### src/rtl/assert_macros.svh
// Assertion macros used by the RTL file that carries checks.
`ifndef ASSERT_MACROS_SVH
`define ASSERT_MACROS_SVH

// Condition that holds at every clock edge outside reset
`define BTRAIL_ASSERT_ALWAYS(lbl, cond, msg) \
    lbl: assert property (@(posedge clk) disable iff (!rst_n) (cond)) else $error(msg);

// Same-cycle implication
`define BTRAIL_ASSERT_IMPL(lbl, ante, cons, msg) \
    lbl: assert property (@(posedge clk) disable iff (!rst_n) (ante) |-> (cons)) \
        else $error(msg);

// Next-cycle implication
`define BTRAIL_ASSERT_NEXT(lbl, ante, cons, msg) \
    lbl: assert property (@(posedge clk) disable iff (!rst_n) (ante) |=> (cons)) \
        else $error(msg);

`endif

### src/rtl/btrail_pkg.sv
// Shared types, constants and helper function of the undo trail unit.
package btrail_pkg;

    // Trail sizing
    localparam int TRAIL_DEPTH = 64;
    localparam int ADDR_W      = $clog2(TRAIL_DEPTH);
    localparam int DEPTH_W     = $clog2(TRAIL_DEPTH + 1);
    localparam int BASE_W      = 7;

    // Table limits per record kind
    localparam logic [8:0] LOOP_LIMIT     = 9'd32;
    localparam logic [8:0] CAPTURE_LIMIT  = 9'd32;
    localparam logic [8:0] VARIABLE_LIMIT = 9'd32;

    // Opcodes
    localparam logic [2:0] OP_PUSH_COUNTER  = 3'd0;
    localparam logic [2:0] OP_PUSH_CAPTURE  = 3'd1;
    localparam logic [2:0] OP_PUSH_VARIABLE = 3'd2;
    localparam logic [2:0] OP_REPLAY        = 3'd3;
    localparam logic [2:0] OP_CLEAR         = 3'd4;

    // Record kinds
    localparam logic [1:0] KIND_NONE     = 2'd0;
    localparam logic [1:0] KIND_COUNTER  = 2'd1;
    localparam logic [1:0] KIND_CAPTURE  = 2'd2;
    localparam logic [1:0] KIND_VARIABLE = 2'd3;

    // Half selectors
    localparam logic [1:0] WHICH_START = 2'd0;
    localparam logic [1:0] WHICH_END   = 2'd1;
    localparam logic [1:0] WHICH_BOTH  = 2'd2;

    typedef struct packed {
        logic [2:0]  opcode;
        logic [7:0]  reg_index;
        logic [1:0]  which_half;
        logic [31:0] old_start;
        logic [31:0] old_end;
        logic [31:0] old_count;
        logic [31:0] old_last_pos;
        logic [6:0]  base_depth;
    } item_t;

    typedef struct packed {
        logic [1:0]  restore_kind;
        logic [7:0]  restore_index;
        logic [1:0]  restore_which;
        logic [31:0] value_a;
        logic [31:0] value_b;
        logic        apply;
        logic        last;
        logic [6:0]  depth_now;
        logic        dropped;
    } result_t;

    // One trail record as stored in memory
    typedef struct packed {
        logic [1:0]  kind;
        logic [1:0]  which;
        logic [7:0]  index;
        logic [31:0] value_a;
        logic [31:0] value_b;
    } record_t;

    // Memory access request from the controller
    typedef struct packed {
        logic              we;
        logic [ADDR_W-1:0] waddr;
        record_t           wdata;
        logic              re;
        logic [ADDR_W-1:0] raddr;
    } ram_req_t;

    typedef enum logic {
        ST_IDLE,
        ST_REPLAY
    } state_t;

    // Index lies inside the table of its kind
    function automatic logic apply_of(logic [1:0] kind, logic [7:0] index);
        logic [8:0] idx9;
        logic       ok;
        idx9 = {1'b0, index};
        case (kind)
            KIND_COUNTER:  ok = (idx9 < LOOP_LIMIT);
            KIND_CAPTURE:  ok = (idx9 < CAPTURE_LIMIT);
            KIND_VARIABLE: ok = (idx9 < VARIABLE_LIMIT);
            default:       ok = 1'b0;
        endcase
        return ok;
    endfunction

endpackage

### src/rtl/btrail_ram.sv
// Trail record memory: one write port, one registered read port.
module btrail_ram
(
    input  logic                clk,
    input  btrail_pkg::ram_req_t req,
    output btrail_pkg::record_t  rdata
);

    btrail_pkg::record_t mem [btrail_pkg::TRAIL_DEPTH];
    btrail_pkg::record_t rdata_reg;

    // Write and registered read; read data holds when no read is issued
    always_ff @(posedge clk)
    begin
        if (req.we)
        begin
            mem[req.waddr] <= req.wdata;
        end
        if (req.re)
        begin
            rdata_reg <= mem[req.raddr];
        end
    end

    assign rdata = rdata_reg;

endmodule

### src/rtl/btrail_ctrl.sv
// Trail controller: depth tracking, push writes, replay pops and result register.
module btrail_ctrl
(
    input  logic                 clk,
    input  logic                 rst_n,
    input  logic                 item_valid,
    output logic                 item_ready,
    input  btrail_pkg::item_t    item,
    output logic                 result_valid,
    input  logic                 result_ready,
    output btrail_pkg::result_t  result,
    input  logic                 cfg_valid,
    output logic                 cfg_ready,
    input  logic                 cfg_data,
    output btrail_pkg::ram_req_t ram_req,
    input  btrail_pkg::record_t  ram_rdata
);

    localparam int DW = btrail_pkg::DEPTH_W;
    localparam int AW = btrail_pkg::ADDR_W;
    localparam int BW = btrail_pkg::BASE_W;

    btrail_pkg::state_t  state_reg, state_next;
    logic                enable_reg, enable_next;
    logic [DW-1:0]       depth_reg, depth_next;
    logic [DW-1:0]       iss_reg, iss_next;
    logic [DW-1:0]       base_reg, base_next;
    logic                pend_reg, pend_next;
    logic                pend_last_reg, pend_last_next;
    logic                out_valid_reg, out_valid_next;
    btrail_pkg::result_t out_data_reg, out_data_next;

    logic          accept;
    logic          out_free;
    logic          move;
    logic          issue;
    logic [DW-1:0] iss_dec;
    logic          is_push;
    logic          full;
    logic          do_write;
    logic          replay_go;
    logic [1:0]    push_which;
    btrail_pkg::record_t push_rec;
    btrail_pkg::result_t empty_res;

    // Handshake and pipeline control
    assign accept   = item_valid && item_ready;
    assign out_free = !out_valid_reg || result_ready;
    assign move     = pend_reg && out_free;
    assign iss_dec  = iss_reg - DW'(1);
    assign issue    = (state_reg == btrail_pkg::ST_REPLAY) && (iss_reg > base_reg)
                      && (!pend_reg || move);

    // Decode of the accepted item
    assign is_push   = (item.opcode == btrail_pkg::OP_PUSH_COUNTER)
                    || (item.opcode == btrail_pkg::OP_PUSH_CAPTURE)
                    || (item.opcode == btrail_pkg::OP_PUSH_VARIABLE);
    assign full      = (depth_reg >= DW'(btrail_pkg::TRAIL_DEPTH));
    assign do_write  = accept && is_push && enable_reg && !full;
    assign replay_go = accept && (item.opcode == btrail_pkg::OP_REPLAY)
                    && (item.base_depth < BW'(depth_reg));

    // Record built from a push
    always_comb
    begin
        if (item.opcode == btrail_pkg::OP_PUSH_CAPTURE)
        begin
            push_which = (item.which_half > btrail_pkg::WHICH_BOTH)
                       ? btrail_pkg::WHICH_BOTH : item.which_half;
        end
        else
        begin
            push_which = btrail_pkg::WHICH_BOTH;
        end
        push_rec.which = push_which;
        push_rec.index = item.reg_index;
        case (item.opcode)
            btrail_pkg::OP_PUSH_COUNTER:
            begin
                push_rec.kind    = btrail_pkg::KIND_COUNTER;
                push_rec.value_a = item.old_last_pos;
                push_rec.value_b = item.old_count;
            end
            btrail_pkg::OP_PUSH_CAPTURE:
            begin
                push_rec.kind    = btrail_pkg::KIND_CAPTURE;
                push_rec.value_a = item.old_start;
                push_rec.value_b = item.old_end;
            end
            default:
            begin
                push_rec.kind    = btrail_pkg::KIND_VARIABLE;
                push_rec.value_a = item.old_start;
                push_rec.value_b = item.old_end;
            end
        endcase
    end

    // Memory requests
    assign ram_req.we    = do_write;
    assign ram_req.waddr = depth_reg[AW-1:0];
    assign ram_req.wdata = push_rec;
    assign ram_req.re    = issue;
    assign ram_req.raddr = iss_dec[AW-1:0];

    // Next state
    always_comb
    begin
        state_next = state_reg;
        case (state_reg)
            btrail_pkg::ST_IDLE:
            begin
                if (replay_go)
                begin
                    state_next = btrail_pkg::ST_REPLAY;
                end
            end
            btrail_pkg::ST_REPLAY:
            begin
                if (move && pend_last_reg)
                begin
                    state_next = btrail_pkg::ST_IDLE;
                end
            end
            default:
            begin
                state_next = btrail_pkg::ST_IDLE;
            end
        endcase
    end

    // State outputs
    always_comb
    begin
        case (state_reg)
            btrail_pkg::ST_IDLE:   item_ready = out_free;
            btrail_pkg::ST_REPLAY: item_ready = 1'b0;
            default:               item_ready = 1'b0;
        endcase
    end

    // Depth, replay counters and pending read
    always_comb
    begin
        depth_next     = depth_reg;
        iss_next       = iss_reg;
        base_next      = base_reg;
        pend_next      = pend_reg;
        pend_last_next = pend_last_reg;
        enable_next    = (cfg_valid && cfg_ready) ? cfg_data : enable_reg;

        if (do_write)
        begin
            depth_next = depth_reg + DW'(1);
        end
        else if (replay_go)
        begin
            depth_next = DW'(item.base_depth);
            base_next  = DW'(item.base_depth);
            iss_next   = depth_reg;
        end
        else if (accept && (item.opcode == btrail_pkg::OP_CLEAR))
        begin
            depth_next = '0;
        end

        if (issue)
        begin
            iss_next       = iss_dec;
            pend_next      = 1'b1;
            pend_last_next = (iss_dec == base_reg);
        end
        else if (move)
        begin
            pend_next = 1'b0;
        end
    end

    // Result register
    always_comb
    begin
        empty_res               = '0;
        empty_res.restore_kind  = btrail_pkg::KIND_NONE;
        empty_res.last          = 1'b1;
        empty_res.depth_now     = 7'(depth_next);
        empty_res.dropped       = accept && is_push && enable_reg && full;

        out_valid_next = out_valid_reg;
        out_data_next  = out_data_reg;
        if (move)
        begin
            out_valid_next              = 1'b1;
            out_data_next.restore_kind  = ram_rdata.kind;
            out_data_next.restore_index = ram_rdata.index;
            out_data_next.restore_which = ram_rdata.which;
            out_data_next.value_a       = ram_rdata.value_a;
            out_data_next.value_b       = ram_rdata.value_b;
            out_data_next.apply         = btrail_pkg::apply_of(ram_rdata.kind,
                                                               ram_rdata.index);
            out_data_next.last          = pend_last_reg;
            out_data_next.depth_now     = 7'(depth_reg);
            out_data_next.dropped       = 1'b0;
        end
        else if (accept && !replay_go)
        begin
            out_valid_next = 1'b1;
            out_data_next  = empty_res;
        end
        else if (result_ready)
        begin
            out_valid_next = 1'b0;
        end
    end

    // Control registers
    always_ff @(posedge clk or negedge rst_n)
    begin
        if (!rst_n)
        begin
            state_reg     <= btrail_pkg::ST_IDLE;
            enable_reg    <= 1'b0;
            depth_reg     <= '0;
            iss_reg       <= '0;
            base_reg      <= '0;
            pend_reg      <= 1'b0;
            pend_last_reg <= 1'b0;
            out_valid_reg <= 1'b0;
        end
        else
        begin
            state_reg     <= state_next;
            enable_reg    <= enable_next;
            depth_reg     <= depth_next;
            iss_reg       <= iss_next;
            base_reg      <= base_next;
            pend_reg      <= pend_next;
            pend_last_reg <= pend_last_next;
            out_valid_reg <= out_valid_next;
        end
    end

    // Result payload
    always_ff @(posedge clk)
    begin
        out_data_reg <= out_data_next;
    end

    assign cfg_ready    = 1'b1;
    assign result_valid = out_valid_reg;
    assign result       = out_data_reg;

endmodule

### src/rtl/backtrack_undo_trail_unit.sv
// Undo trail unit: record memory plus controller, with interface checks.
//
// Usage:
//   item channel (item_valid/item_ready/item) takes push, replay and clear
//   transactions. result channel (result_valid/result_ready/result) returns
//   restore results; result.last marks the final one of each transaction.
//   cfg channel (cfg_valid/cfg_ready/cfg_data) writes trail_enable at any
//   time the block is idle; cfg_ready is always high.
// Throughput:
//   push, clear and no-op transactions give one result in the cycle after
//   acceptance; one such transaction per cycle while results are taken.
//   A replay that pops N records gives its first result via the state,
//   memory read and result registers, then one per cycle while results are
//   taken, one memory read per record; no new item until the last is out.
// Reset:
//   rst_n clears depth, enable and all handshake state; the record memory
//   is not cleared and needs no clearing pass.
// Receiver stall:
//   the result register holds; a replay pauses with one record parked in
//   the memory read register, and no new item is taken until it drains.
`include "assert_macros.svh"

module backtrack_undo_trail_unit
(
    input  logic                clk,
    input  logic                rst_n,
    input  logic                item_valid,
    output logic                item_ready,
    input  btrail_pkg::item_t   item,
    output logic                result_valid,
    input  logic                result_ready,
    output btrail_pkg::result_t result,
    input  logic                cfg_valid,
    output logic                cfg_ready,
    input  logic                cfg_data
);

    btrail_pkg::ram_req_t ram_req;
    btrail_pkg::record_t  ram_rdata;

    logic single_take;
    logic single_out;
    logic empty_out;

    btrail_ctrl u_ctrl
    (
        .clk          (clk),
        .rst_n        (rst_n),
        .item_valid   (item_valid),
        .item_ready   (item_ready),
        .item         (item),
        .result_valid (result_valid),
        .result_ready (result_ready),
        .result       (result),
        .cfg_valid    (cfg_valid),
        .cfg_ready    (cfg_ready),
        .cfg_data     (cfg_data),
        .ram_req      (ram_req),
        .ram_rdata    (ram_rdata)
    );

    btrail_ram u_ram
    (
        .clk   (clk),
        .req   (ram_req),
        .rdata (ram_rdata)
    );

    // Terms used by the checks
    assign single_take = item_valid && item_ready && (item.opcode != btrail_pkg::OP_REPLAY);
    assign single_out  = result_valid && result.last;
    assign empty_out   = result_valid && (result.restore_kind == btrail_pkg::KIND_NONE);

    // Checks
    `BTRAIL_ASSERT_ALWAYS(a_no_rw_overlap, !(ram_req.we && ram_req.re), "write and read overlap")
    `BTRAIL_ASSERT_IMPL(a_no_read_when_open, item_ready, !ram_req.re, "read while taking items")
    `BTRAIL_ASSERT_NEXT(a_single_result, single_take, single_out, "missing single result")
    `BTRAIL_ASSERT_IMPL(a_empty_result, empty_out, result.last && !result.apply, "bad empty result")

endmodule

### config.mk
export PLATFORM = sky130hd
export DESIGN_NAME = backtrack_undo_trail_unit
export DESIGN_NICKNAME = d
export VERILOG_FILES = /design/src/rtl/btrail_pkg.sv /design/src/rtl/btrail_ram.sv /design/src/rtl/btrail_ctrl.sv /design/src/rtl/backtrack_undo_trail_unit.sv
export VERILOG_INCLUDE_DIRS = /design/src /design/src/rtl
export SDC_FILE = /design/constraint.sdc
export NUM_CORES = 2
export LEC_CHECK = 0
export BUFFER_PORTS_ARGS = -buffer_cell sky130_fd_sc_hd__buf_2
export CORE_AREA = 2 2 698 700
export CTS_CLUSTER_DIAMETER = 40
export CTS_CLUSTER_SIZE = 8
export DETAILED_ROUTE_END_ITERATION = 16
export DIE_AREA = 0 0 700 702
export PLACE_DENSITY = 0.51
export SYNTH_ARGS = -nofsm -noshare
export SYNTH_HDL_FRONTEND = slang
export SYNTH_MEMORY_MAX_BITS = 65536
export SYNTH_SLANG_ARGS = --single-unit
### constraint.sdc
create_clock -name clk -period 14.84 [get_ports clk]
set_clock_uncertainty 0.1 [all_clocks]
set_input_delay 2.968 -clock clk [delete_from_list [all_inputs] [get_ports clk]]
set_output_delay 2.968 -clock clk [all_outputs]
set_load 0.05 [all_outputs]
==> metrics.md <==
| Metric | Value |
|---|---|
| Seq pwr share | `34.3%` |
| Clock share of power | `31.8%` |
| Final WL | `599,000 um` |
| Wire length on met2 | `291,000 um` |
| Cts hold-fix bufs | `0` |
| Pleak | `0.0708 uW` |
| Antenna violations before repair | `42` |
| WP data arrival | `3880 ps` |
| Post-synthesis mux area share | `15.4%` |
| Chip Width | `700 um` |
| Remaining global-route overflow | `0` |
| CTS Sinks | `5,052` |
| Resize count post-CTS | `0` |
| R2R Path Start | `u_ctrl.iss_reg[0]` |
| HPWL Detailed | `316,000 um` |
| R2r setup slk | `8110 ps` |
| Min Hold Slack | `394 ps` |
| Seq cells post-synth | `5,052` |
| Starting density of the core | `39.8%` |
| Most common cell after layout, fill and taps aside | `edfxtp_1` |
| Post-Synthesis Cells | `8,815` |
| Simple-gate portion of the synthesized area | `2.72%` |
| Worst Hold Class | `flip-flop to flip-flop` |
| CP Launch Point | `result_ready` |
| PortBufs | `241` |
| Met3 Wirelength | `42,700 um` |
| Sw frac | `34.3%` |
| FMAX | `0.144 GHz` |
| Comb power frac | `33.9%` |
| Commonest cells after routing, fill and taps aside | `edfxtp_1, mux4_2, clkbuf_16` |
| Sw power | `16,600 uW` |
| Yosys warning total | `0` |
| WL/cell | `36.6 um` |
| Top routing layer in use | `met5` |
| TritonCTS clock tree | `done` |
| H-Tree Depth | `6` |
| First-pass GRT wire length | `823,000 um` |
| Period minus WS final | `6950 ps` |
| Max VDD drop | `0.261 mV` |
| Final hold viol count | `0` |
| Largest net degree at the start of global routing | `146` |
| Distinct cells, synth | `60` |
| Slew Limit Fails | `0` |
| Synth Area per Inst | `21.9 um^2` |
| Unrepaired setup endpoints after global routing | `false` |
| # rows | `256` |
| Via-per-instance ratio | `6.00` |
| Routed Antenna Nets | `0` |
| Vias in the first global route | `101,000` |
| Met1 wire length | `246,000 um` |
| Die height | `702 um` |
| Post-synthesis compound-gate area fraction | `1.93%` |
| Asr flop ratio synth | `0.515%` |
| Synthesized cell area | `193,000 um^2` |
| Num ports | `243` |
| Max clock buf depth | `4` |
| Share of layout cells above drive strength 1 | `28.3%` |
| Main combinational cell family by area after synthesis | `multiplexers` |
| Fin crit share | `46.8%` |
| Routability cong. | `0.800` |
| Layout fillers | `40,200` |
| Main synth FF type | `edfxtp_1` |
| Number of detailed-route iterations in the first pass | `8` |
| Crit path launch type | `primary input` |
| Worst Tran Pin Value | `1390 ps` |
| GRT Total Usage | `24.0%` |
| Internal power | `31,700 uW` |
| Number of flops mapped to enable cells by yosys | `5,025` |
| Fraction of the mapped netlist area in adder cells | `0.104%` |
| Die area | `491,000 um^2` |
| Via count | `98,000` |
| Post-CTS repair timing setup buffer count | `0` |
| Worst-path fanout max | `7` |
| Final Setup Violations | `0` |
| Seq/Total Area, Yosys | `78.5%` |
| Setup TNS | `0 ps` |
| End point of the critical path | `item_ready` |
| Crit Path Category | `primary input to output port` |
| Worst skew pair latency | `1090 ps` |
| Status | `complete, no violations` |
| DR DRC count | `0` |
| Worst path required time | `11,770 ps` |
| FF-to-FF End | `u_ram.rdata[29]` |
| Post-Syn Nets | `8,985` |
| Pwr/cell area | `215 nW/um^2` |
| Net count, final | `9,775` |
| Root buffer selected by CTS | `clkbuf_16` |
| Crit end category | `output port` |
| Max reg flops | `4,864` |
| Cell count of the worst reg-to-reg path | `11` |
| Core Region | `484,000 um^2` |
| CTS clk-pin slew, worst paths | `50 ps` |
| Area delta synth->final | `16.3%` |
| DRT iter0 DRCs | `12,200` |
| Worst slew margin | `7.62%` |
| Xor-xnor portion of the synthesized cell area | `0.0538%` |
| Max-cap viol count | `0` |
| CTS Buf Count | `755` |
## synth_stat cells (all sizes together) (7+ instances only)
library cell / instances / share of area, %
edfxtp: 5025 / 78
nand3: 175 / 0.45
nor2b: 7 / 0.023
mux4: 1216 / 14
a31oi: 79 / 0.26
o21ai: 158 / 0.41
clkbuf: 277 / 0.54
a311oi: 75 / 0.34
mux2: 66 / 0.39
nor3: 87 / 0.23
mux2i: 155 / 0.80
inv: 19 / 0.037
ha: 16 / 0.10
o22ai: 229 / 0.74
and2: 80 / 0.26
a21oi: 7 / 0.018
dfrtp: 26 / 0.34
and3: 77 / 0.25
nand2: 643 / 1.3
xnor2: 9 / 0.041
a221o: 8 / 0.041
nor2: 80 / 0.16
buf: 240 / 0.69
## cell type report
cell class | count | area, um^2 | share of cell area (%)
Clock inverter | 162 | 1570 | 0.699
Inverter | 19 | 76.3 | 0.0340
Antenna cell | 8 | 20.0 | 0.00892
Clock buffer | 878 | 19600 | 8.73
Multi-Input combinational cell | 3227 | 39600 | 17.7
Timing Repair Buffer | 550 | 3850 | 1.71
Tap cell | 6450 | 8070 | 3.60
Sequential cell | 5052 | 152000 | 67.6
## worst max-delay path, stage by stage
cell     delay (ps)
buf_2           100
nor2b_1         440
nor2_1          130
buf_2           240
## power by group through the flow
stage / combinational, uW / clock [uW] / sequential (uW)
floorplan: 10500 / 0 / 16900
global placement: 16600 / 0 / 16800
detailed placement: 16600 / 0 / 16800
CTS: 16700 / 15600 / 16600
global route: 17400 / 16200 / 16600
finish: 16400 / 15400 / 16600
## routing by layer
| layer | vias to the layer above | global-route usage, % |
|---|---|---|
| met5 | - | 0.186 |
| met4 | 12 | 7.40 |
| met3 | 888 | 3.94 |
| met2 | 4322 | 39.2 |
| met1 | 54300 | 33.3 |
| li1 | 38500 | - |
## stage by stage
stage | std cells | worst slack (ps) | instance area, um^2 | util [%] | total power, uW
final | 16300 | 7890 | 224000 | 46.3 | 48300
after global routing | 16300 | 7430 | 224000 | 46.3 | 50200
after CTS | 16300 | 7790 | 224000 | 46.3 | 48900
after detailed placement | 15300 | 7370 | 203000 | 41.9 | 33500
after global placement | 15300 | 7180 | 203000 | 41.9 | 33500
after floorplan | 8815 | 2560 | 193000 | - | 27400
## worst min path at each step
| stage | slack [ps] | to | startpoint | cells after the start |
|---|---|---|---|---|
| floorplan | 350 | u_ctrl.base_reg[0] | u_ctrl.base_reg[0] | 2 |
| global placement | 380 | u_ctrl.result[0] | u_ctrl.result[0] | 2 |
| detailed placement | 380 | u_ctrl.base_reg[0] | u_ctrl.base_reg[0] | 2 |
| CTS | 390 | u_ctrl.result[0] | u_ctrl.result[0] | 2 |
| global route | 420 | u_ctrl.base_reg[0] | u_ctrl.base_reg[0] | 2 |
| finish | 390 | u_ctrl.base_reg[0] | u_ctrl.base_reg[0] | 2 |
## kinds of logic after synthesis
logic type / Yosys count
XOR/XNOR: 11
adder cells (fa/ha/maj): 16
other: 1
flip-flops: 5052
buffers and inverters: 536
AO/OA/AOI/OAI: 584
multiplexers: 1437
AND/OR/NAND/NOR: 1178
Note: power is estimated with default switching activity, not from simulation.
